File: config.mk
export PLATFORM = sky130hd
export DESIGN_NAME = gamepad_arming_command_conditioner_unit
export DESIGN_NICKNAME = d
export VERILOG_FILES = /design/src/rtl/gacc_pkg.sv /design/src/rtl/gacc_ctrl.sv /design/src/rtl/gacc_dp.sv /design/src/rtl/gamepad_arming_command_conditioner_unit.sv
export SDC_FILE = /design/constraint.sdc
export NUM_CORES = 1
export LEC_CHECK = 0
export ABC_AREA = 1
export ABC_CLOCK_PERIOD_IN_PS = 7200
export BUFFER_PORTS_ARGS = -buffer_cell sky130_fd_sc_hd__buf_4
export CAP_MARGIN = 20
export CORE_MARGIN = 2
export CORE_UTILIZATION = 61
export CTS_CLUSTER_DIAMETER = 60
export DETAILED_ROUTE_END_ITERATION = 16
export PLACE_DENSITY = 0.83
export SYNTH_ARGS = -nofsm -noshare
export SYNTH_HDL_FRONTEND = slang
export SYNTH_SLANG_ARGS = --single-unit
File: constraint.sdc
create_clock -name i_clk -period 7.2 [get_ports i_clk]
set_clock_uncertainty 0.1 [all_clocks]
set_input_delay 0.72 -clock i_clk [delete_from_list [all_inputs] [get_ports i_clk]]
set_output_delay 0.72 -clock i_clk [all_outputs]
set_load 0.01 [all_outputs]
File: src/rtl/gacc_pkg.sv
`default_nettype none
// ----------------------------------------------------------------------------
// gacc_pkg: shared types and constants
// Item and result layouts, register indexes, state codes and the command and
// status groups between the controller and the datapath of the gamepad
// arming command conditioner.
// ----------------------------------------------------------------------------
package gacc_pkg;

    // Tick counter width default and battery charging code
    localparam int          TICK_COUNTER_WIDTH = 16;
    localparam logic [7:0]  CHARGING_CODE      = 8'd238;

    // Item modes
    localparam logic [1:0]  MODE_REPORT  = 2'd0;
    localparam logic [1:0]  MODE_TICK    = 2'd1;
    localparam logic [1:0]  MODE_CONNECT = 2'd2;

    // Configuration register indexes
    localparam int          CFG_IDX_W         = 3;
    localparam int          CFG_DATA_W        = 16;
    localparam logic [2:0]  CFG_DEADBAND      = 3'd0;
    localparam logic [2:0]  CFG_FULL_SCALE    = 3'd1;
    localparam logic [2:0]  CFG_ARM_HOLD      = 3'd2;
    localparam logic [2:0]  CFG_LINK_TIMEOUT  = 3'd3;
    localparam logic [2:0]  CFG_RESTART       = 3'd4;

    // Register reset values
    localparam logic [6:0]  DEADBAND_RST      = 7'd10;
    localparam logic [7:0]  FULL_SCALE_RST    = 8'd100;
    localparam logic [15:0] ARM_HOLD_RST      = 16'd2000;
    localparam logic [15:0] LINK_TIMEOUT_RST  = 16'd200;
    localparam logic [15:0] RESTART_RST       = 16'd2000;

    // Scaling constants
    localparam logic [6:0]  PCT_MAX           = 7'd100;
    localparam logic [7:0]  BATT_STEP         = 8'd25;
    localparam logic [7:0]  BATT_CHARGING     = 8'hFF;   // -1
    localparam logic [7:0]  BATT_LINK_LOST    = 8'hFE;   // -2
    localparam logic [2:0]  DIV_LAST_STEP     = 3'd6;    // seven quotient bits

    typedef struct packed {
        logic [1:0]        mode;
        logic signed [7:0] left_x;
        logic signed [7:0] left_y;
        logic signed [7:0] right_x;
        logic signed [7:0] right_y;
        logic              disarm_button;
        logic              arm_button_a;
        logic              arm_button_b;
        logic [7:0]        battery_code;
    } t_item;

    typedef struct packed {
        logic signed [7:0] body_forward;
        logic signed [7:0] body_tilt;
        logic signed [7:0] neck_forward;
        logic signed [7:0] neck_tilt;
        logic              armed;
        logic signed [7:0] battery_percent;
        logic              link_lost;
        logic              restart_request;
    } t_result;

    typedef enum logic [2:0] {
        S_IDLE,
        S_EXEC,
        S_PREP,
        S_DIV,
        S_STORE,
        S_DONE
    } t_state;

    typedef struct packed {
        logic load_item;
        logic exec;
        logic prep;
        logic div_step;
        logic store;
        logic load_out;
    } t_cmd;

    typedef struct packed {
        logic is_report;
        logic armed;
        logic use_div;
        logic step_last;
        logic axis_last;
        logic out_free;
    } t_status;

endpackage
`default_nettype wire

File: src/rtl/gacc_ctrl.sv
`default_nettype none
// ----------------------------------------------------------------------------
// gacc_ctrl: sequencing controller
// Steps one item through update, per-axis scaling with the shared divider,
// and hand-off to the output register.
// ----------------------------------------------------------------------------
module gacc_ctrl (
    input  wire logic              i_clk,
    input  wire logic              i_rst_n,
    input  wire logic              i_in_valid,
    output logic                   o_in_stall,
    input  wire gacc_pkg::t_status i_status,
    output gacc_pkg::t_cmd         o_cmd
);

    gacc_pkg::t_state r_state;
    gacc_pkg::t_state n_state;

    always_ff @(posedge i_clk) begin
        if (!i_rst_n) begin
            r_state <= gacc_pkg::S_IDLE;
        end else begin
            r_state <= n_state;
        end
    end

    always_comb begin
        n_state    = r_state;
        o_cmd      = '0;
        o_in_stall = 1'b1;
        case (r_state)
            gacc_pkg::S_IDLE: begin
                o_in_stall = 1'b0;
                if (i_in_valid) begin
                    o_cmd.load_item = 1'b1;
                    n_state         = gacc_pkg::S_EXEC;
                end
            end
            gacc_pkg::S_EXEC: begin
                o_cmd.exec = 1'b1;
                n_state    = i_status.is_report ? gacc_pkg::S_PREP : gacc_pkg::S_DONE;
            end
            gacc_pkg::S_PREP: begin
                // Skip scaling when the report left the block disarmed
                if (i_status.armed) begin
                    o_cmd.prep = 1'b1;
                    n_state    = gacc_pkg::S_DIV;
                end else begin
                    n_state    = gacc_pkg::S_DONE;
                end
            end
            gacc_pkg::S_DIV: begin
                if (i_status.use_div) begin
                    o_cmd.div_step = 1'b1;
                    if (i_status.step_last) begin
                        n_state = gacc_pkg::S_STORE;
                    end
                end else begin
                    n_state = gacc_pkg::S_STORE;
                end
            end
            gacc_pkg::S_STORE: begin
                o_cmd.store = 1'b1;
                n_state     = i_status.axis_last ? gacc_pkg::S_DONE : gacc_pkg::S_PREP;
            end
            gacc_pkg::S_DONE: begin
                if (i_status.out_free) begin
                    o_cmd.load_out = 1'b1;
                    n_state        = gacc_pkg::S_IDLE;
                end
            end
            default: begin
                n_state = gacc_pkg::S_IDLE;
            end
        endcase
    end

endmodule
`default_nettype wire

File: src/rtl/gacc_dp.sv
`default_nettype none
// ----------------------------------------------------------------------------
// gacc_dp: conditioner datapath
// Configuration registers, arming and link state, axis offsets and commands,
// a shared bit-serial divider for axis scaling, and the output register.
// ----------------------------------------------------------------------------
module gacc_dp #(
    parameter int TICK_COUNTER_WIDTH = gacc_pkg::TICK_COUNTER_WIDTH
) (
    input  wire logic                            i_clk,
    input  wire logic                            i_rst_n,
    input  wire logic                            i_cfg_we,
    input  wire logic [gacc_pkg::CFG_IDX_W-1:0]  i_cfg_idx,
    input  wire logic [gacc_pkg::CFG_DATA_W-1:0] i_cfg_data,
    input  wire gacc_pkg::t_item                 i_in_item,
    input  wire gacc_pkg::t_cmd                  i_cmd,
    output gacc_pkg::t_status                    o_status,
    output logic                                 o_out_valid,
    input  wire logic                            i_out_stall,
    output gacc_pkg::t_result                    o_out_result
);

    localparam int W     = TICK_COUNTER_WIDTH;
    localparam int CMP_W = (W > 16) ? W : 16;

    localparam logic [14:0] PCT_MAX_15 = 15'(gacc_pkg::PCT_MAX);

    // Configuration
    logic [6:0]  r_deadband;
    logic [7:0]  r_full_scale;
    logic [15:0] r_arm_hold;
    logic [15:0] r_link_to;
    logic [15:0] r_restart_to;

    // Item and block state
    gacc_pkg::t_item   r_item;
    logic              r_armed,     n_armed;
    logic              r_pending,   n_pending;
    logic [W-1:0]      r_hold,      n_hold;
    logic [W-1:0]      r_sil,       n_sil;
    logic              r_link_up,   n_link_up;
    logic              r_timed_out, n_timed_out;
    logic              r_restart,   n_restart;
    logic [7:0]        r_batt,      n_batt;
    logic signed [8:0] r_off [4];
    logic signed [8:0] n_off [4];
    logic signed [7:0] r_cmd [4];
    logic signed [7:0] n_cmd [4];

    // Axis loop and divider
    logic [1:0]  r_axis, n_axis;
    logic [2:0]  r_step, n_step;
    logic [13:0] r_rem,  n_rem;
    logic [13:0] r_dsr,  n_dsr;
    logic [6:0]  r_q,    n_q;
    logic        r_neg,  n_neg;
    logic        r_use_div, n_use_div;

    // Output register
    gacc_pkg::t_result r_out;
    logic              r_out_valid;

    // Combinational helpers
    logic signed [8:0] w_ax [4];
    logic signed [9:0] w_v;
    logic [9:0]        w_vabs;
    logic [8:0]        w_mag;
    logic [8:0]        w_diff;
    logic [14:0]       w_prod;
    logic [7:0]        w_den;
    logic [W-1:0]      w_hold_inc;
    logic [W-1:0]      w_sil_inc;
    logic [7:0]        w_batt;
    logic [7:0]        w_qext;

    // Body forward and neck forward are the negated vertical sticks
    assign w_ax[0] = -$signed({r_item.left_y[7], r_item.left_y});
    assign w_ax[1] = $signed({r_item.left_x[7], r_item.left_x});
    assign w_ax[2] = -$signed({r_item.right_y[7], r_item.right_y});
    assign w_ax[3] = $signed({r_item.right_x[7], r_item.right_x});

    assign w_v    = $signed({w_ax[r_axis][8], w_ax[r_axis]})
                  - $signed({r_off[r_axis][8], r_off[r_axis]});
    assign w_vabs = w_v[9] ? 10'(-w_v) : w_v;
    assign w_mag  = w_vabs[8:0];
    assign w_diff = w_mag - {2'b00, r_deadband};
    assign w_prod = w_diff[7:0] * PCT_MAX_15;
    assign w_den  = r_full_scale - {1'b0, r_deadband};

    assign w_hold_inc = (r_hold == {W{1'b1}}) ? r_hold : r_hold + W'(1);
    assign w_sil_inc  = (r_sil  == {W{1'b1}}) ? r_sil  : r_sil  + W'(1);
    assign w_qext     = {1'b0, r_q};

    // Battery code to percent: charging flag, else (code - 1) * 25 in 0..100
    always_comb begin
        if (r_item.battery_code == gacc_pkg::CHARGING_CODE) begin
            w_batt = gacc_pkg::BATT_CHARGING;
        end else if (r_item.battery_code <= 8'd1) begin
            w_batt = 8'd0;
        end else if (r_item.battery_code >= 8'd5) begin
            w_batt = 8'(gacc_pkg::PCT_MAX);
        end else begin
            w_batt = 8'((r_item.battery_code - 8'd1) * gacc_pkg::BATT_STEP);
        end
    end

    always_comb begin
        n_armed     = r_armed;
        n_pending   = r_pending;
        n_hold      = r_hold;
        n_sil       = r_sil;
        n_link_up   = r_link_up;
        n_timed_out = r_timed_out;
        n_restart   = r_restart;
        n_batt      = r_batt;
        n_off       = r_off;
        n_cmd       = r_cmd;
        n_axis      = r_axis;
        n_step      = r_step;
        n_rem       = r_rem;
        n_dsr       = r_dsr;
        n_q         = r_q;
        n_neg       = r_neg;
        n_use_div   = r_use_div;

        if (i_cmd.exec) begin
            n_restart = 1'b0;
            n_axis    = 2'd0;
            case (r_item.mode)
                gacc_pkg::MODE_REPORT: begin
                    if (r_armed) begin
                        if (r_item.disarm_button) begin
                            n_armed = 1'b0;
                            n_cmd   = '{default: 8'sd0};
                        end
                    end else if (r_item.arm_button_a && r_item.arm_button_b) begin
                        if (r_pending) begin
                            if (CMP_W'(r_hold) >= CMP_W'(r_arm_hold)) begin
                                n_armed   = 1'b1;
                                n_off     = w_ax;
                                n_pending = 1'b0;
                            end
                        end else begin
                            n_pending = 1'b1;
                            n_hold    = '0;
                        end
                    end else begin
                        n_pending = 1'b0;
                    end
                    n_batt      = w_batt;
                    n_sil       = '0;
                    n_timed_out = 1'b0;
                end
                gacc_pkg::MODE_TICK: begin
                    if (r_pending) begin
                        n_hold = w_hold_inc;
                    end
                    n_sil = w_sil_inc;
                    if (r_link_up) begin
                        if (!r_timed_out) begin
                            if (CMP_W'(w_sil_inc) > CMP_W'(r_link_to)) begin
                                n_timed_out = 1'b1;
                                n_armed     = 1'b0;
                                n_cmd       = '{default: 8'sd0};
                                n_batt      = gacc_pkg::BATT_LINK_LOST;
                            end
                        end else if (CMP_W'(w_sil_inc) > CMP_W'(r_restart_to)) begin
                            n_restart = 1'b1;
                        end
                    end
                end
                gacc_pkg::MODE_CONNECT: begin
                    n_sil     = '0;
                    n_link_up = 1'b1;
                end
                default: begin
                end
            endcase
        end

        // Classify the axis: zero inside deadband, saturate, or divide
        if (i_cmd.prep) begin
            n_neg     = w_v[9];
            n_use_div = 1'b0;
            n_q       = 7'd0;
            n_rem     = w_prod[13:0];
            n_dsr     = {w_den, 6'b0};
            n_step    = gacc_pkg::DIV_LAST_STEP;
            if (w_mag <= {2'b00, r_deadband}) begin
                n_q = 7'd0;
            end else if (w_mag > {1'b0, r_full_scale}) begin
                n_q = gacc_pkg::PCT_MAX;
            end else if (r_full_scale <= {1'b0, r_deadband}) begin
                n_q = gacc_pkg::PCT_MAX;
            end else begin
                n_use_div = 1'b1;
            end
        end

        // One restoring quotient bit per step
        if (i_cmd.div_step) begin
            if (r_rem >= r_dsr) begin
                n_rem = r_rem - r_dsr;
                n_q   = {r_q[5:0], 1'b1};
            end else begin
                n_q   = {r_q[5:0], 1'b0};
            end
            n_dsr  = {1'b0, r_dsr[13:1]};
            n_step = r_step - 3'd1;
        end

        if (i_cmd.store) begin
            n_cmd[r_axis] = r_neg ? -$signed(w_qext) : $signed(w_qext);
            n_axis        = r_axis + 2'd1;
        end
    end

    always_ff @(posedge i_clk) begin
        if (!i_rst_n) begin
            r_deadband   <= gacc_pkg::DEADBAND_RST;
            r_full_scale <= gacc_pkg::FULL_SCALE_RST;
            r_arm_hold   <= gacc_pkg::ARM_HOLD_RST;
            r_link_to    <= gacc_pkg::LINK_TIMEOUT_RST;
            r_restart_to <= gacc_pkg::RESTART_RST;
            r_armed      <= 1'b0;
            r_pending    <= 1'b0;
            r_hold       <= '0;
            r_sil        <= '0;
            r_link_up    <= 1'b0;
            r_timed_out  <= 1'b1;
            r_restart    <= 1'b0;
            r_batt       <= 8'd0;
            r_off        <= '{default: 9'sd0};
            r_cmd        <= '{default: 8'sd0};
            r_axis       <= 2'd0;
            r_step       <= 3'd0;
            r_use_div    <= 1'b0;
            r_out_valid  <= 1'b0;
        end else begin
            if (i_cfg_we) begin
                case (i_cfg_idx)
                    gacc_pkg::CFG_DEADBAND:     r_deadband   <= i_cfg_data[6:0];
                    gacc_pkg::CFG_FULL_SCALE:   r_full_scale <= i_cfg_data[7:0];
                    gacc_pkg::CFG_ARM_HOLD:     r_arm_hold   <= i_cfg_data;
                    gacc_pkg::CFG_LINK_TIMEOUT: r_link_to    <= i_cfg_data;
                    gacc_pkg::CFG_RESTART:      r_restart_to <= i_cfg_data;
                    default: begin
                    end
                endcase
            end
            r_armed     <= n_armed;
            r_pending   <= n_pending;
            r_hold      <= n_hold;
            r_sil       <= n_sil;
            r_link_up   <= n_link_up;
            r_timed_out <= n_timed_out;
            r_restart   <= n_restart;
            r_batt      <= n_batt;
            r_off       <= n_off;
            r_cmd       <= n_cmd;
            r_axis      <= n_axis;
            r_step      <= n_step;
            r_use_div   <= n_use_div;
            if (i_cmd.load_out) begin
                r_out_valid <= 1'b1;
            end else if (!i_out_stall) begin
                r_out_valid <= 1'b0;
            end
        end
    end

    // Payload registers
    always_ff @(posedge i_clk) begin
        if (i_cmd.load_item) begin
            r_item <= i_in_item;
        end
        r_rem <= n_rem;
        r_dsr <= n_dsr;
        r_q   <= n_q;
        r_neg <= n_neg;
        if (i_cmd.load_out) begin
            r_out.body_forward    <= r_cmd[0];
            r_out.body_tilt       <= r_cmd[1];
            r_out.neck_forward    <= r_cmd[2];
            r_out.neck_tilt       <= r_cmd[3];
            r_out.armed           <= r_armed;
            r_out.battery_percent <= $signed(r_batt);
            r_out.link_lost       <= r_timed_out;
            r_out.restart_request <= r_restart;
        end
    end

    assign o_status.is_report = (r_item.mode == gacc_pkg::MODE_REPORT);
    assign o_status.armed     = r_armed;
    assign o_status.use_div   = r_use_div;
    assign o_status.step_last = (r_step == 3'd0);
    assign o_status.axis_last = (r_axis == 2'd3);
    assign o_status.out_free  = !r_out_valid || !i_out_stall;

    assign o_out_valid  = r_out_valid;
    assign o_out_result = r_out;

endmodule
`default_nettype wire

File: src/rtl/gamepad_arming_command_conditioner_unit.sv
`default_nettype none
// ----------------------------------------------------------------------------
// gamepad_arming_command_conditioner_unit: gamepad arming and stick scaling
// Takes gamepad reports, ticks and connect events; arms on a held button
// combination, scales four offset-corrected sticks to percent commands,
// maps battery codes and watches the link for silence.
// ----------------------------------------------------------------------------
//
//  Channel   Direction  Handshake                 Payload
//  --------  ---------  ------------------------  ----------------------------
//  in        input      i_in_valid / o_in_stall   i_in_item    (t_item)
//  out       output     o_out_valid / i_out_stall o_out_result (t_result)
//  cfg       input      i_cfg_we                  i_cfg_idx, i_cfg_data
//
//  Every item gives exactly one result. A tick or connect event passes the
//  execute and done states; a report also passes the prep state, and while
//  armed each of the four axes runs through one shared restoring divider
//  when it lands between deadband and limit, and is then stored.
//  One item is in flight at a time; the next is taken as soon as the result
//  sits in the output register, even while the far side stalls it.
//  Reset is synchronous, active low; it clears the control state and loads
//  the default configuration. No clearing pass is needed.
//
module gamepad_arming_command_conditioner_unit #(
    parameter int TICK_COUNTER_WIDTH = gacc_pkg::TICK_COUNTER_WIDTH
) (
    input  wire logic                            i_clk,
    input  wire logic                            i_rst_n,
    // Input items
    input  wire logic                            i_in_valid,
    output logic                                 o_in_stall,
    input  wire gacc_pkg::t_item                 i_in_item,
    // Results
    output logic                                 o_out_valid,
    input  wire logic                            i_out_stall,
    output gacc_pkg::t_result                    o_out_result,
    // Configuration writes
    input  wire logic                            i_cfg_we,
    input  wire logic [gacc_pkg::CFG_IDX_W-1:0]  i_cfg_idx,
    input  wire logic [gacc_pkg::CFG_DATA_W-1:0] i_cfg_data
);

    // Controller drives commands, datapath answers with status
    gacc_pkg::t_cmd    w_cmd;
    gacc_pkg::t_status w_status;

    gacc_ctrl u_ctrl (
        .i_clk      (i_clk),
        .i_rst_n    (i_rst_n),
        .i_in_valid (i_in_valid),
        .o_in_stall (o_in_stall),
        .i_status   (w_status),
        .o_cmd      (w_cmd)
    );

    // Datapath holds the arming, link and axis state, the divider and the output register
    gacc_dp #(
        .TICK_COUNTER_WIDTH (TICK_COUNTER_WIDTH)
    ) u_dp (
        .i_clk        (i_clk),
        .i_rst_n      (i_rst_n),
        .i_cfg_we     (i_cfg_we),
        .i_cfg_idx    (i_cfg_idx),
        .i_cfg_data   (i_cfg_data),
        .i_in_item    (i_in_item),
        .i_cmd        (w_cmd),
        .o_status     (w_status),
        .o_out_valid  (o_out_valid),
        .i_out_stall  (i_out_stall),
        .o_out_result (o_out_result)
    );

`ifndef SYNTHESIS
    // Arming happens only on a report, which clears the timeout
    a_armed_link_ok: assert property (@(posedge i_clk) disable iff (!i_rst_n)
        (o_out_valid && o_out_result.armed) |-> !o_out_result.link_lost)
        else $error("armed result while link is lost");

    // Disarmed means all commands are zero
    a_disarmed_zero: assert property (@(posedge i_clk) disable iff (!i_rst_n)
        (o_out_valid && !o_out_result.armed) |->
            (o_out_result.body_forward == 8'sd0) && (o_out_result.body_tilt == 8'sd0) &&
            (o_out_result.neck_forward == 8'sd0) && (o_out_result.neck_tilt == 8'sd0))
        else $error("nonzero command while disarmed");

    // Restart is only requested after the link has timed out
    a_restart_lost: assert property (@(posedge i_clk) disable iff (!i_rst_n)
        (o_out_valid && o_out_result.restart_request) |-> o_out_result.link_lost)
        else $error("restart requested while link is up");

    // Body forward and neck tilt commands stay within plus or minus 100
    a_cmd_range: assert property (@(posedge i_clk) disable iff (!i_rst_n)
        o_out_valid |->
            (o_out_result.body_forward <= 8'sd100) && (o_out_result.body_forward >= -8'sd100) &&
            (o_out_result.neck_tilt <= 8'sd100) && (o_out_result.neck_tilt >= -8'sd100))
        else $error("command out of range");
`endif

endmodule
`default_nettype wire

== Word level (Yosys, flattened, before mapping) ==
Cells that the tools add are included.

* Add/subtract/negate cells: 13
* Reduce and logical (&&, ||, !) cells: 27
* Multiplexer cells: 93
* Bitwise gates (word level): 2
* $mul: 2
* Eq/ne operators: 27
* Order comparisons: 11

{| class="wikitable"
|+ Operators with widths
! operator !! number
|-
| two-way mux 32 bit || 7
|-
| two-way mux 16 bit || 6
|-
| two-way mux 8 bit || 8
|-
| one-hot mux 16 bit (2 select lines) || 2
|-
| one-hot mux 32 bit (2 select lines) || 1
|-
| two-way mux 9 bit || 5
|-
| two-way mux 14 bit || 3
|-
| binary-select mux 9 bit (select 2 bit) || 2
|-
| two-way mux 1 bit || 35
|-
| two-way mux 7 bit || 5
|-
| adder 16 x 1 -> 16 bit (second input constant) || 2
|-
| bitwise mux 32 bit || 1
|-
| == test 16 bit (second input constant) || 2
|-
| greater-than comparator 16 bit || 2
|-
| two-way mux 3 bit || 9
|-
| two-way mux 13 bit || 2
|-
| negation 8 -> 9 bit || 2
|-
| one-hot mux 3 bit (6 select lines) || 1
|-
| demux 8 bit (select 2 bit) || 1
|-
| greater-or-equal comparator 16 bit || 1
|-
| one-hot mux 8 bit (2 select lines) || 1
|-
| subtractor 8 x 7 -> 8 bit || 2
|-
| greater-or-equal comparator 14 bit || 1
|-
| AND reduction 2 bit || 7
|-
| other kinds (40) || 67
|}

* Register bits: 308
* Output and inout port bits: 45

== Logic depth before layout (Yosys ltp) ==
Gate-level depths: netlist (run 1).

* Word-level depth: 12
* Depth in mapped cells: 41
* Mapped depth without buffers: 41

== By module ==
A second synthesis (run 1) with hierarchy kept.

* Cells, all modules: 2,278
* Area, all modules: 17,656.9 sq um

{| class="wikitable"
|+ Modules (own cells, without submodules)
! module !! area an instance (sq um) !! cells an instance !! seq. area each (sq um) !! instances
|-
| gacc_dp || 17,391.7 || 2,230 || 7,196.9 || 1
|-
| gacc_ctrl || 265.3 || 48 || 60.1 || 1
|}

== Least setup slack after synthesis (run 1) ==
No wires, ideal clock.

* Path kind: flip-flop to flip-flop
* Start: reg u_dp.r_item[27] (netlist bit)
* End: reg u_dp.r_rem[12]
* Cell stages (with the launch flop): 35
* Path slack: 1.170 ns
* Arrival time: 5.807 ns
* Setup time: 0.123 ns
* Required time: 6.977 ns
* Cells stage by stage: edfxtp_1 > inv_1 > ha_1 > nand2_1 > nor2_1 > xor2_1 > nor2_1 > o22ai_1 > ha_1 > a21oi_1 > nand3_1 > nand2_1 > nand3_1 > nand2_2 > inv_1 > o21ai_0 > inv_1 > fa_1 > o21ai_0 > xor2_1 > ha_1 > ha_1 > inv_1 > fa_1 > inv_1 > ha_1 > a21oi_1 > o21ai_0 > nand2_1 > nand2_1 > a21oi_1 > xor2_1 > o21ai_0 > nand2_1 > o21ai_0

* Elaborated cells between the ends (all ways): 12
* Those cells by class: 4 x add/sub; 1 x mul; 7 x mux

{| class="wikitable"
|+ RTL lines
! element !! RTL line !! text
|-
| start, declared || gacc_dp.sv:36 || <nowiki>gacc_pkg::t_item r_item;</nowiki>
|-
| start signal, assigned || gacc_dp.sv:275 || <nowiki>r_item <= i_in_item;</nowiki>
|-
| negation 8 -> 9 bit (*) || gacc_dp.sv:77 || <nowiki>assign w_ax[0] = -$signed({r_item.left_y[7], r_item.left_y});</nowiki>
|-
| binary-select mux 9 bit (select 2 bit) (*) || gacc_dp.sv:82 || <nowiki>assign w_v = $signed({w_ax[r_axis][8], w_ax[r_axis]})</nowiki>
|-
| two-way mux 9 bit (implied by the code) (*) (2 in a row) || gacc_dp.sv:82 ||
|-
| subtractor 9 x 9 -> 10 bit (*) || gacc_dp.sv:83 || <nowiki>- $signed({r_off[r_axis][8], r_off[r_axis]});</nowiki>
|-
| named net u_dp.w_v[9] || gacc_dp.sv:65 || <nowiki>logic signed [9:0] w_v;</nowiki>
|-
| two-way mux 9 bit (*) || gacc_dp.sv:84 || <nowiki>assign w_vabs = w_v[9] ? 10'(-w_v) : w_v;</nowiki>
|-
| subtractor 8 x 7 -> 8 bit (*) || gacc_dp.sv:86 || <nowiki>assign w_diff = w_mag - {2'b00, r_deadband};</nowiki>
|-
| multiplier 8 x 5 -> 12 bit (*) || gacc_dp.sv:87 || <nowiki>assign w_prod = w_diff[7:0] * PCT_MAX_15;</nowiki>
|-
| two-way mux 14 bit (*) || gacc_dp.sv:182 || <nowiki>if (i_cmd.prep) begin</nowiki>
|-
| two-way mux 14 bit || gacc_dp.sv:202 || <nowiki>if (r_rem >= r_dsr) begin</nowiki>
|-
| two-way mux 14 bit (*) || gacc_dp.sv:201 || <nowiki>if (i_cmd.div_step) begin</nowiki>
|-
| named net u_dp.n_rem[12] || gacc_dp.sv:53 || <nowiki>logic [13:0] r_rem, n_rem;</nowiki>
|-
| end signal, assigned || gacc_dp.sv:277 || <nowiki>r_rem <= n_rem;</nowiki>
|-
| end, declared || gacc_dp.sv:53 ||
|}

The timed path passes the listed nets; every way through them passes the cells marked *. The select of a mux whose other input is x is not followed.
A chain may end at the register's enable or synchronous reset.

== Worst setup path in the final report (run 1) ==
* Start: reg u_dp.r_item[11] (netlist bit)
* End: reg u_dp.r_rem[12]

* Elaborated cells between the ends (all ways): 12
* Those cells by class: 4 x add/sub; 1 x mul; 7 x mux

{| class="wikitable"
|+ RTL lines
! element !! RTL line !! text
|-
| negation 8 -> 9 bit (*) || gacc_dp.sv:79 || <nowiki>assign w_ax[2] = -$signed({r_item.right_y[7], r_item.right_y});</nowiki>
|-
| binary-select mux 9 bit (select 2 bit) (*) || gacc_dp.sv:82 ||
|-
| two-way mux 9 bit (implied by the code) (*) (2 in a row) || gacc_dp.sv:82 ||
|-
| subtractor 9 x 9 -> 10 bit (*) || gacc_dp.sv:83 ||
|-
| named net u_dp.w_v[9] || gacc_dp.sv:65 ||
|-
| two-way mux 9 bit (*) || gacc_dp.sv:84 ||
|-
| subtractor 8 x 7 -> 8 bit (*) || gacc_dp.sv:86 ||
|-
| multiplier 8 x 5 -> 12 bit (*) || gacc_dp.sv:87 ||
|-
| two-way mux 14 bit (*) || gacc_dp.sv:182 ||
|-
| two-way mux 14 bit || gacc_dp.sv:202 ||
|-
| two-way mux 14 bit (*) || gacc_dp.sv:201 ||
|-
| named net u_dp.n_rem[12] || gacc_dp.sv:53 ||
|}

Marked as above.

==> results by group, run 1 <==
Detailed routing
  • Drt via density: 5.65
  • Vias: 14787
  • DRT antenna net count: 0
  • Drt initial violations: 1342
  • DRC viols: 0
  • Post-Route WL: 41.3 mm
  • Routed len/inst: 15.8 µm
  • DRT Pass-1 Iters: 6

Critical path
  • CP max stage cell: fa_1
  • Arrival @ worst endpoint: 6890 ps
  • Worst path required time: 7470 ps
  • CP peak stage delay: 530 ps
  • Worst Path Max Fanout: 7
  • CP Capture Type: flop
  • Cell mode on critical path: nand2_1
  • CP startpoint kind: flop
  • Kind of critical path: flop to flop

STA
  • Hold WS: between 200 and 300 ps
  • Setup violations, final: 0
  • Crit path time final: ~6600 ps
  • Slew headroom: 0.331
  • Final setup TNS: 0 ps
  • Worst Tran Pin Value: 996 ps
  • Final max-slew violation count: 0
  • Fin worst setup slack: 578 ps
  • Final Cycle Share: 0.920
  • Final Hold Vio Count: 0
  • Max frequency: 151 MHz

Finish
  • Share of cells above drive strength 1: 0.0983
  • Nets: 2435
  • Antenna Cells: 0
  • Final core utilization: 0.700
  • Most frequent cells in the layout: nand2_1 (357), inv_1 (295), a21oi_1 (264)
  • Most common cell after layout, fill and taps aside: nand2_1
  • Cell Count, Final, Fillers Out: 2616
  • Final instance area: 19300 µm²
  • Area grow syn2layout: 13.4%

CTS
  • Clock buffer depth: 3
  • Cts-stage hold buffer count: 0
  • Worst-skew pair later-pin latency: 510 ps
  • CTS buffer count: 34
  • CTS tree: built
  • Worst-path clk slew: around 60 ps
  • Clock sinks: about 310
  • Root Buffer: clkbuf_16
  • Htree depth: 2

Die
  • Initial Utilization: 0.617
  • Ports: approximately 110
  • Die Height: 171 µm
  • Die width: 171 µm
  • Core area: 27600 µm²
  • Die area: approximately 30000 µm²
  • FP Rows: 61

Power
  • Worst vdd ir: 0.530 mV
  • Total power: 6.67 mW
  • Leakage power: 8.42 nW
  • PwrDens: 345 nW/µm²

Place
  • Final HPWL DP: between 30 and 40 mm
  • Placed insts: around 2600
  • RePlAce Congestion: 0.921
  • Cell Area, Placed: 18200 µm²
  • IO Port Bufs: 113
  • Setup WS pre-CTS: 315 ps

Logic synthesis
  • Post-synth top area share: 0.234
  • Yosys warning count: 0
  • Synth Flop Type: dfxtp_1
  • Asr flop ratio synth: 0
  • Sequential share of the synthesized area: 0.426
  • Post-synthesis cell type count: 52
  • Number of synthesized flops with an enable pin: 109
  • Synth top area cells: dfxtp_1 (23%), edfxtp_1 (19%), ha_1 (11%)
  • Cell accounting for the most synthesized area: dfxtp_1
  • Post-Syn Instances: 2115
  • Syn Area/Cell: 8.06 µm²
  • Synthesized Nets: 2337
  • Register bit total from synthesis: 308
  • Syn Std Cell Area: 17000 µm²

GRT
  • Largest net degree at the start of global routing: between 100 and 150
  • Initial antenna violation count: 0
  • First-pass GRT wire length: 67.5 mm
  • GRT Total Usage: 0.284
  • Overflow after GRT: 0
  • Vias in the first global route: 14342

Hold path
  • HP Class: primary input to flop

Flow run
  • Max-Cap Viols: 0

Status
  • Status: finished, final reports clean
## layer usage
layer,global-route usage,up-vias,share of wire
li1,-,7297,-
met1,0.355,6821,0.41
met4,0.121,0,0.041
met3,0.0375,118,0.066
met5,0,-,0
met2,0.493,551,0.48
## cell usage after synthesis (2+ instances only)
cell      number
nand2_1      357
inv_1        295
a21oi_1      265
o21ai_0      226
dfxtp_1      199
ha_1         144
nor2_1       128
edfxtp_1     109
nand3_1       89
clkbuf_1      53
xor2_1        48
nor3_1        27
xnor2_1       24
nand4_1       22
o211ai_1      22
o22ai_1       11
fa_1           9
buf_2          7
inv_2          5
nor2_2         5
nor4_1         5
or2_2          5
a31oi_1        4
nor3_2         4
o21ai_1        4
o21bai_1       4
a21o_1         3
buf_6          3
clkinv_1       3
nor2_4         3
o21a_1         3
a211oi_1       2
a221oi_1       2
buf_1          2
nand2_2        2
nand2_4        2
nand3_2        2
o31ai_1        2
or2_0          2
## power breakdown
part           total [mW]  switching, mW  internal [mW]
Clock                1.70          0.708          0.990
Combinational        3.06           1.84           1.22
Sequential           1.92         0.0402           1.88
Total                6.67           2.59           4.08
## cell families after synthesis
family | count (synthesis) | synth area share
fa+ha+maj | 153 | 0.116
flops | 308 | 0.426
compound gates | 553 | 0.170
xor+xnor | 72 | 0.0370
simple gates | 658 | 0.167
buf+inv | 371 | 0.0840
## critical path: cells and delay by family (launching register included)
family	cells	cell delay (ps)
fa+ha+maj	7	2420
compound gates	8	1280
simple gates	13	1180
xor+xnor	3	660
buf+inv	5	420
flops	1	400
## cell type report
class / count / area [µm²]
Clock buffer: 41 / 918
Clock inverter: 20 / 176
Fill cell: 2140 / 8300
Inverter: 305 / 1150
Multi-Input combinational cell: 1436 / 8380
Sequential cell: 308 / 7260
Tap cell: 378 / 473
Timing Repair Buffer: 128 / 981
## registers in the layout, summed over array words and instances (netlist names), 2 cells and up
register,cells
u_dp.r_item,45
u_dp.o_out_result,43
u_dp.r_off,34
u_dp.r_cmd,32
u_dp.r_arm_hold,16
u_dp.r_hold,16
u_dp.r_link_to,16
u_dp.r_restart_to,16
u_dp.r_sil,16
u_dp.r_dsr,14
u_dp.r_rem,14
u_dp.r_batt,8
u_dp.r_full_scale,8
u_dp.r_deadband,7
u_dp.r_q,7
u_ctrl.r_state,3
u_dp.r_step,3
u_dp.r_axis,2
## worst paths after layout
| check | start | endpoint | slack [ps] | cells past startpoint |
|---|---|---|---|---|
| setup / recovery | u_dp.r_item[11] | u_dp.r_rem[12] | 580 | 36 |
| hold / removal | i_in_item[11] | u_dp.r_item[11] | 280 | 1 |
| setup reg to reg | u_dp.r_item[11] | u_dp.r_rem[12] | 580 | 36 |
| hold reg to reg | u_dp.r_batt[7] | u_dp.o_out_result[9] | 320 | 0 |
## what timing repair did
action | CTS | global route
resized for setup | 0 | 4
buffers inserted | 0 | 2
endpoints found under the setup margin | 0 | 4
(Power assumes the default switching activity.)
==> run 2: changes to the inputs <==
--- a/config.mk
+++ b/config.mk
@@ -5,7 +5,6 @@
 export SDC_FILE = /design/constraint.sdc
 export NUM_CORES = 1
 export LEC_CHECK = 0
-export ABC_AREA = 1
 export ABC_CLOCK_PERIOD_IN_PS = 7200
 export BUFFER_PORTS_ARGS = -buffer_cell sky130_fd_sc_hd__buf_4
 export CAP_MARGIN = 20
==> run 2 against run 1 <==
  * Count of clock-buffer cells in the layout unchanged
  * Via count fell by 12%
  * Global-route usage down 1.6 points
  * Maximum frequency decreased by 4.3%
  * Register-to-register slack lost 300 ps
  * Flip-flop and latch count unchanged
  * Final area decreased by 3.2%
  * Hold slack lost 61 ps
  * Worst setup slack lost 300 ps
  * Core utilization increased by 1.5 points
  * First-iteration DRC count decreased by 30%
  * Critical path type unchanged
==> results by group, run 2 <==
CTS
  • Htree depth: 1 (-1)
  • Root Buffer: clkbuf_16
  • Clock sinks: 308 (unchanged)
  • Clock buffer depth: 3 (unchanged)
  • Worst-path clk slew: 60 ps (about the same)
  • CTS buffer count: 31 (-8.8%)
  • Worst-skew pair later-pin latency: 570 ps (+60 ps)
  • CTS tree: built

Place
  • IO Port Bufs: 113 (unchanged)
  • Final HPWL DP: 27.5 mm (-8.5%)
  • RePlAce Congestion: 0.945 (+2.6%)

STA
  • Setup violations, final: 0 (unchanged)
  • Final Hold Vio Count: 0 (unchanged)
  • Slew headroom: 0.340 (+0.00861)
  • Worst Tran Pin Value: 983 ps (-12.8 ps)
  • Final Cycle Share: 0.961 (+0.0411)
  • Max frequency: 145 MHz (-4.3%)
  • Crit path time final: 6920 ps (+296 ps)
  • RSZ-0062 raised after global routing: no
  • Final max-slew violation count: 0 (unchanged)
  • Final setup TNS: 0 ps (unchanged)

GRT
  • Vias in the first global route: 12676 (-12%)
  • Initial antenna violation count: 0 (unchanged)
  • Largest net degree at the start of global routing: 90 (-34%)
  • GRT Total Usage: 0.268 (-0.0161)
  • Overflow after GRT: 0 (unchanged)
  • First-pass GRT wire length: 62.2 mm (-7.9%)

Critical path
  • CP peak stage delay: 540 ps (about the same)
  • CP startpoint kind: flop
  • Worst path required time: 7540 ps (+70 ps)
  • Worst reg2reg endpoint: u_dp.r_rem[13]
  • Arrival @ worst endpoint: 7260 ps (+370 ps)
  • R2r setup slk: 280 ps (-300 ps)
  • Worst path top cell family by delay: adder cells
  • Kind of critical path: flop to flop
  • CP max stage cell: fa_1
  • Worst path bufs/invs: 4 (-1)
  • R2R depth: 28 (-22%)
  • RR Startpoint: u_dp.r_item[31]
  • Worst Path Max Fanout: 6 (-1)
  • CP Capture Type: flop

Logic synthesis
  • Most frequent cell after synthesis: nand2_1
  • Post-synth top area share: 0.243 (+0.00963)
  • Register bit total from synthesis: 308 (unchanged)
  • Commonest cells post-synth: nand2_1 (219), dfxtp_1 (199), ha_1 (144)
  • Synth Flop Type: dfxtp_1
  • Post-synthesis cell type count: 70 (+35%)
  • Synthesized Nets: 1959 (-16%)
  • Number of synthesized flops with an enable pin: 109 (unchanged)
  • Yosys warning count: 0 (unchanged)
  • Synth top area cells: dfxtp_1 (24%), edfxtp_1 (20%), ha_1 (11%)
  • Asr flop ratio synth: 0 (unchanged)
  • Cell accounting for the most synthesized area: dfxtp_1
  • Sequential share of the synthesized area: 0.443 (+0.0175)
  • Syn Area/Cell: 9.42 µm² (+17%)
  • Post-Syn Instances: 1737 (-18%)
  • Syn Std Cell Area: 16400 µm² (-4.0%)

Die
  • Die width: 168 µm (-2.0%)
  • FP Rows: 59 (-3.3%)
  • Die Height: 168 µm (-2.0%)
  • Die area: 28200 µm² (-3.9%)
  • Ports: 114 (unchanged)
  • Initial Utilization: 0.625 (+0.00776)
  • Core area: 26200 µm² (-5.1%)

Finish
  • Share of cells above drive strength 1: 0.129 (+0.0309)
  • Regs by FF count: u_dp.r_item (45), u_dp.o_out_result (43), u_dp.r_off (34)
  • Area grow syn2layout: 14.4%
  • Max reg flops: 45 (unchanged)
  • Nets: 2063 (-15%)
  • Antenna Cells: 0 (unchanged)
  • Most frequent cells in the layout: nand2_1 (219), dfxtp_1 (199), ha_1 (141)
  • Biggest register: u_dp.r_item
  • Fill count: 1832 (-14%)
  • Final core utilization: 0.714 (+0.0147)
  • Most common cell after layout, fill and taps aside: nand2_1

Power
  • Leakage power: 7.55 nW (-10%)
  • PwrDens: 309 nW/µm² (-11%)
  • Worst vdd ir: 0.535 mV (+0.80%)
  • Total power: 5.78 mW (-13%)

Status
  • Status: finished, final reports clean

Detailed routing
  • DRT Pass-1 Iters: 5 (-1)
  • Drt via density: 5.92 (+4.7%)
  • DRC viols: 0 (unchanged)
  • Routed len/inst: 17.1 µm (+8.4%)
  • Highest metal used: met4
  • Met2 wire length: 18.0 mm (-9.7%)
  • WL met3: 2.22 mm (-18%)
  • Vias: 13020 (-12%)
  • DRT antenna net count: 0 (unchanged)
  • Drt initial violations: 942 (-30%)
  • Post-Route WL: 37.6 mm (-8.8%)
  • WL met1: 16.3 mm (-4.0%)

Flow run
  • Max-Cap Viols: 0 (unchanged)

Hold path
  • HP Class: primary input to flop
  • WHS Endpoint: u_dp.r_item[12]
  • Hold Crit Depth: 1 (unchanged)
  • HP Start: i_in_item[12]
## run 2: worst max path at each step
stage / from / end / slack [ps] / cells past startpoint
floorplan: u_dp.r_axis[0] / u_dp.r_rem[13] / 120 / 29
global placement: u_dp.r_item[31] / u_dp.r_rem[13] / 70 / 30
detailed placement: u_dp.r_item[31] / u_dp.r_rem[13] / -190 / 30
CTS: u_dp.r_item[31] / u_dp.r_rem[13] / 10 / 29
global route: u_dp.r_item[31] / u_dp.r_rem[13] / 9 / 29
finish: u_dp.r_item[31] / u_dp.r_rem[13] / 280 / 28
## run 2: metal layers
layer / track usage / vias to the layer above
met2: 0.457 / 458
met3: 0.0388 / 96
met1: 0.354 / 6118
li1: - / 6348
met5: 0 / -
met4: 0.0870 / 0
## run 2: kinds of logic (layout without fill, tap and decap cells)
group | after synthesis | after routing | synth area share
and+or+nand+nor | 563 | 563 | 0.158
AOI/OAI and AO/OA | 390 | 390 | 0.151
DFF | 308 | 308 | 0.443
buffers and inverters | 206 | 334 | 0.0477
adders and majority gates | 153 | 153 | 0.121
xor gates and xnor gates | 91 | 91 | 0.0487
muxes | 26 | 26 | 0.0300
## run 2: layout make-up
| class | instances | area [µm²] | share of cell area |
|---|---|---|---|
| Clock buffer | 41 | 875 | 0.0467 |
| Clock inverter | 16 | 138 | 0.00735 |
| Inverter | 139 | 522 | 0.0279 |
| Multi-Input combinational cell | 1223 | 8460 | 0.452 |
| Sequential cell | 308 | 7260 | 0.388 |
| Tap cell | 335 | 419 | 0.0224 |
| Timing Repair Buffer | 138 | 1050 | 0.0562 |
## run 2: repair_timing
action | in CTS | in global routing
resized for setup | 6 | 18
buffers inserted | 3 | 1
endpoints found under the setup margin | 2 | 4
pin swaps | 2 | 6
hold buffers | 0 | 0
## run 2: power breakdown
part           internal [mW]  switching [mW]  total, mW
combinational           1.09            1.20       2.29
clock                  0.896           0.692       1.59
sequential              1.85          0.0391       1.89
total                   3.84            1.93       5.78
## run 2: per-stage QoR
stage	worst slack, ps	area (µm²)	std cells	hold WS (ps)
2_1_floorplan	125	16400	1737	308
3_3_place_gp	72.0	17500	2137	311
3_5_place_dp	-186	17600	2138	315
4_1_cts	9.87	18600	2198	211
5_1_grt	8.98	18700	2200	210
6_report	282	18700	2200	224
==> run 3: changes to the inputs <==
--- a/config.mk
+++ b/config.mk
@@ -5,14 +5,14 @@
 export SDC_FILE = /design/constraint.sdc
 export NUM_CORES = 1
 export LEC_CHECK = 0
-export ABC_CLOCK_PERIOD_IN_PS = 7200
+export ABC_CLOCK_PERIOD_IN_PS = 8200
 export BUFFER_PORTS_ARGS = -buffer_cell sky130_fd_sc_hd__buf_4
 export CAP_MARGIN = 20
 export CORE_MARGIN = 2
-export CORE_UTILIZATION = 61
+export CORE_UTILIZATION = 65
 export CTS_CLUSTER_DIAMETER = 60
 export DETAILED_ROUTE_END_ITERATION = 16
-export PLACE_DENSITY = 0.83
+export PLACE_DENSITY = 0.88
 export SYNTH_ARGS = -nofsm -noshare
 export SYNTH_HDL_FRONTEND = slang
 export SYNTH_SLANG_ARGS = --single-unit
==> constraint.sdc (replaced) <==
create_clock -name i_clk -period 8.2 [get_ports i_clk]
set_clock_uncertainty 0.1 [all_clocks]
set_input_delay 0.82 -clock i_clk [delete_from_list [all_inputs] [get_ports i_clk]]
set_output_delay 0.82 -clock i_clk [all_outputs]
set_load 0.01 [all_outputs]
==> run 3 against run 2 <==
  * Worst setup slack gained 280 ps
  * Hold slack gained 110 ps
  * First-iteration DRC count grew 20%
  * Critical endpoint unchanged
  * Highest routed layer unchanged
==> results by group, run 3 (same netlist as run 2, synthesis figures left out) <==
Status
  • Status: finished, final reports clean

STA
  • Hold WS: 329 ps (+105 ps)
  • Final max-slew violation count: 0 (unchanged)
  • Final Cycle Share: 0.932 (-0.0291)
  • Worst Tran Pin Value: 1050 ps (+65.2 ps)
  • Setup violations, final: 0 (unchanged)
  • Crit path time final: 7640 ps (+722 ps)
  • Slew headroom: 0.296 (-0.0438)
  • Max frequency: 131 MHz (-9.5%)
  • Final setup TNS: 0 ps (unchanged)
  • Final Hold Vio Count: 0 (unchanged)
  • RSZ-0062 raised after global routing: no
  • Fin worst setup slack: 560 ps (+278 ps)

Finish
  • Most common cell after layout, fill and taps aside: nand2_1
  • Max reg flops: 45 (unchanged)
  • Most frequent cells in the layout: nand2_1 (219), dfxtp_1 (199), ha_1 (144)
  • Share of cells above drive strength 1: 0.115 (-0.0140)
  • Sequential cell area: 7260 µm² (unchanged)
  • Biggest register: u_dp.r_item
  • Nets: 2047 (-0.78%)
  • Antenna Cells: 0 (unchanged)
  • Area grow syn2layout: 13.3%
  • Fill count: 1727 (-5.7%)
  • Regs by FF count: u_dp.r_item (45), u_dp.o_out_result (43), u_dp.r_off (34)
  • Multi-input combinational cell area: 8360 µm² (-1.2%)

Power
  • Total power: 4.91 mW (-15%)
  • PwrDens: 265 nW/µm² (-14%)
  • Comb pwr share: 0.359 (-0.038)
  • Sequential share of power: 0.339 (+0.011)
  • NetSw: 1.57 mW (-19%)
  • Pint: 3.34 mW (-13%)
  • Sw frac: 0.320 (-0.0144)
  • Leakage power: 7.49 nW (-0.80%)
  • Clock power share: 0.302 (+0.027)
  • Worst vdd ir: 0.306 mV (-43%)

Flow run
  • Max-Cap Viols: 0 (unchanged)

CTS
  • CTS buffer count: 30 (-3.2%)
  • Post-CTS resize count: 0 (-6)
  • Worst-skew pair later-pin latency: 560 ps (about the same)
  • Root Buffer: clkbuf_16
  • CTS tree: built
  • Cts-stage hold buffer count: 0 (unchanged)
  • Clock sinks: 308 (unchanged)
  • Post-CTS Setup Bufs: 0 (-3)
  • Htree depth: 1 (unchanged)
  • Worst-path clk slew: 60 ps (about the same)
  • Clock buffer depth: 3 (unchanged)

Critical path
  • CP peak stage delay: 520 ps (-20 ps)
  • Kind of critical path: flop to flop
  • Arrival @ worst endpoint: 7970 ps (+710 ps)
  • Worst reg2reg endpoint: u_dp.r_rem[13]
  • CP startpoint kind: flop
  • CP Capture Type: flop
  • RR Startpoint: u_dp.r_item[29]
  • R2r setup slk: 560 ps (+280 ps)
  • Worst path required time: 8530 ps (+990 ps)
  • CP max stage cell: fa_1
  • R2R depth: 28 (unchanged)
  • Worst Path Max Fanout: 7 (+1)

GRT
  • GRT Total Usage: 0.285 (+0.0168)
  • Initial antenna violation count: 0 (unchanged)
  • First-pass GRT wire length: 61.5 mm (-1.1%)
  • Vias in the first global route: 12548 (-1.0%)
  • Overflow after GRT: 0 (unchanged)
  • Largest net degree at the start of global routing: 87 (-3.3%)

Detailed routing
  • WL met3: 2.80 mm (+26%)
  • Vias: 13078 (+0.45%)
  • Drt via density: 6.00 (+1.4%)
  • Post-Route WL: 37.9 mm (+0.69%)
  • DRT antenna net count: 0 (unchanged)
  • Drt initial violations: 1126 (+20%)
  • Routed len/inst: 17.4 µm (+1.7%)
  • Met2 wire length: 18.3 mm (+2.0%)
  • DRT Pass-1 Iters: 6 (+1)
  • Highest metal used: met4
  • DRC viols: 0 (unchanged)
  • WL met1: 15.5 mm (-4.8%)

Die
  • Die Height: 163 µm (-3.1%)
  • Ports: 114 (unchanged)
  • Core area: 25000 µm² (-4.7%)
  • Initial Utilization: 0.656 (+0.0311)
  • FP Rows: 58 (-1.7%)
  • Die area: 26500 µm² (-6.0%)
  • Die width: 163 µm (-3.1%)

Place
  • Setup WS pre-CTS: 667 ps (+853 ps)
  • IO Port Bufs: 113 (unchanged)
  • RePlAce Congestion: 0.908 (-3.9%)
  • Final HPWL DP: 27.2 mm (-1.0%)

Hold path
  • Hold Crit Depth: 0 (-1)
  • HP Start: u_dp.r_restart
  • HP Class: flop to flop
  • WHS Endpoint: u_dp.o_out_result[0]
-- run 3: changes by cell type in the layout (fill, tap and decap cells not counted), sizes merged --
cell | previous run | this run
buf | 138 | 123
bufinv | 1 | 4
inv | 141 | 139
clkbuf | 41 | 40
clkinv | 10 | 9
-- run 3: final cells by class --
class | instances | area share
clock buffer | 40 | 0.0477
clock inverter | 16 | 0.0106
inverter | 139 | 0.0281
multi-input combinational | 1223 | 0.450
sequential | 308 | 0.391
tap | 330 | 0.0223
timing repair buffer | 123 | 0.0498
-- run 3: metal layers --
layer  vias up  global-route usage
met5         -                   0
met4         0              0.0969
met3        98              0.0474
met2       512               0.489
met1      6143               0.367
li1       6325                   -
-- run 3: stage by stage --
step / instance area (µm²) / std cells / utilization
floorplan: 16400 / 1737 / -
global placement: 17500 / 2122 / 0.700
detailed placement: 17500 / 2122 / 0.700
CTS: 18500 / 2178 / 0.743
global route: 18600 / 2179 / 0.743
finish: 18600 / 2179 / 0.743
-- run 3: worst max-delay path: cells and delay by family (launching register included) --
family | cells | cell delay (ps)
AOI/OAI and AO/OA | 11 | 2270
and+or+nand+nor | 3 | 1050
muxes | 1 | 470
adders and majority gates | 6 | 2200
DFF | 1 | 450
xor gates and xnor gates | 3 | 620
buffers and inverters | 4 | 360
-- run 3: worst max-delay path by stage --
stage	start	end	slack, ps	cells after the start
6_report	u_dp.r_item[29]	u_dp.r_rem[13]	560	28
5_1_grt	u_dp.r_item[29]	u_dp.r_rem[13]	130	28
4_1_cts	u_dp.r_item[29]	u_dp.r_rem[13]	600	28
3_5_place_dp	u_dp.r_item[29]	u_dp.r_rem[13]	670	28
3_3_place_gp	u_dp.r_item[29]	u_dp.r_rem[13]	910	28
2_1_floorplan	u_dp.r_axis[0]	u_dp.r_rem[13]	1120	29
-- run 3: power groups by stage --
| stage | logic, mW | clock network [mW] | registers, mW |
|---|---|---|---|
| after floorplan | 1.39 | 0 | 1.68 |
| after global placement | 1.72 | 0 | 1.69 |
| after detailed placement | 1.74 | 0 | 1.70 |
| after CTS | 1.77 | 1.49 | 1.66 |
| after global routing | 2.02 | 1.55 | 1.67 |
| final | 1.76 | 1.48 | 1.66 |
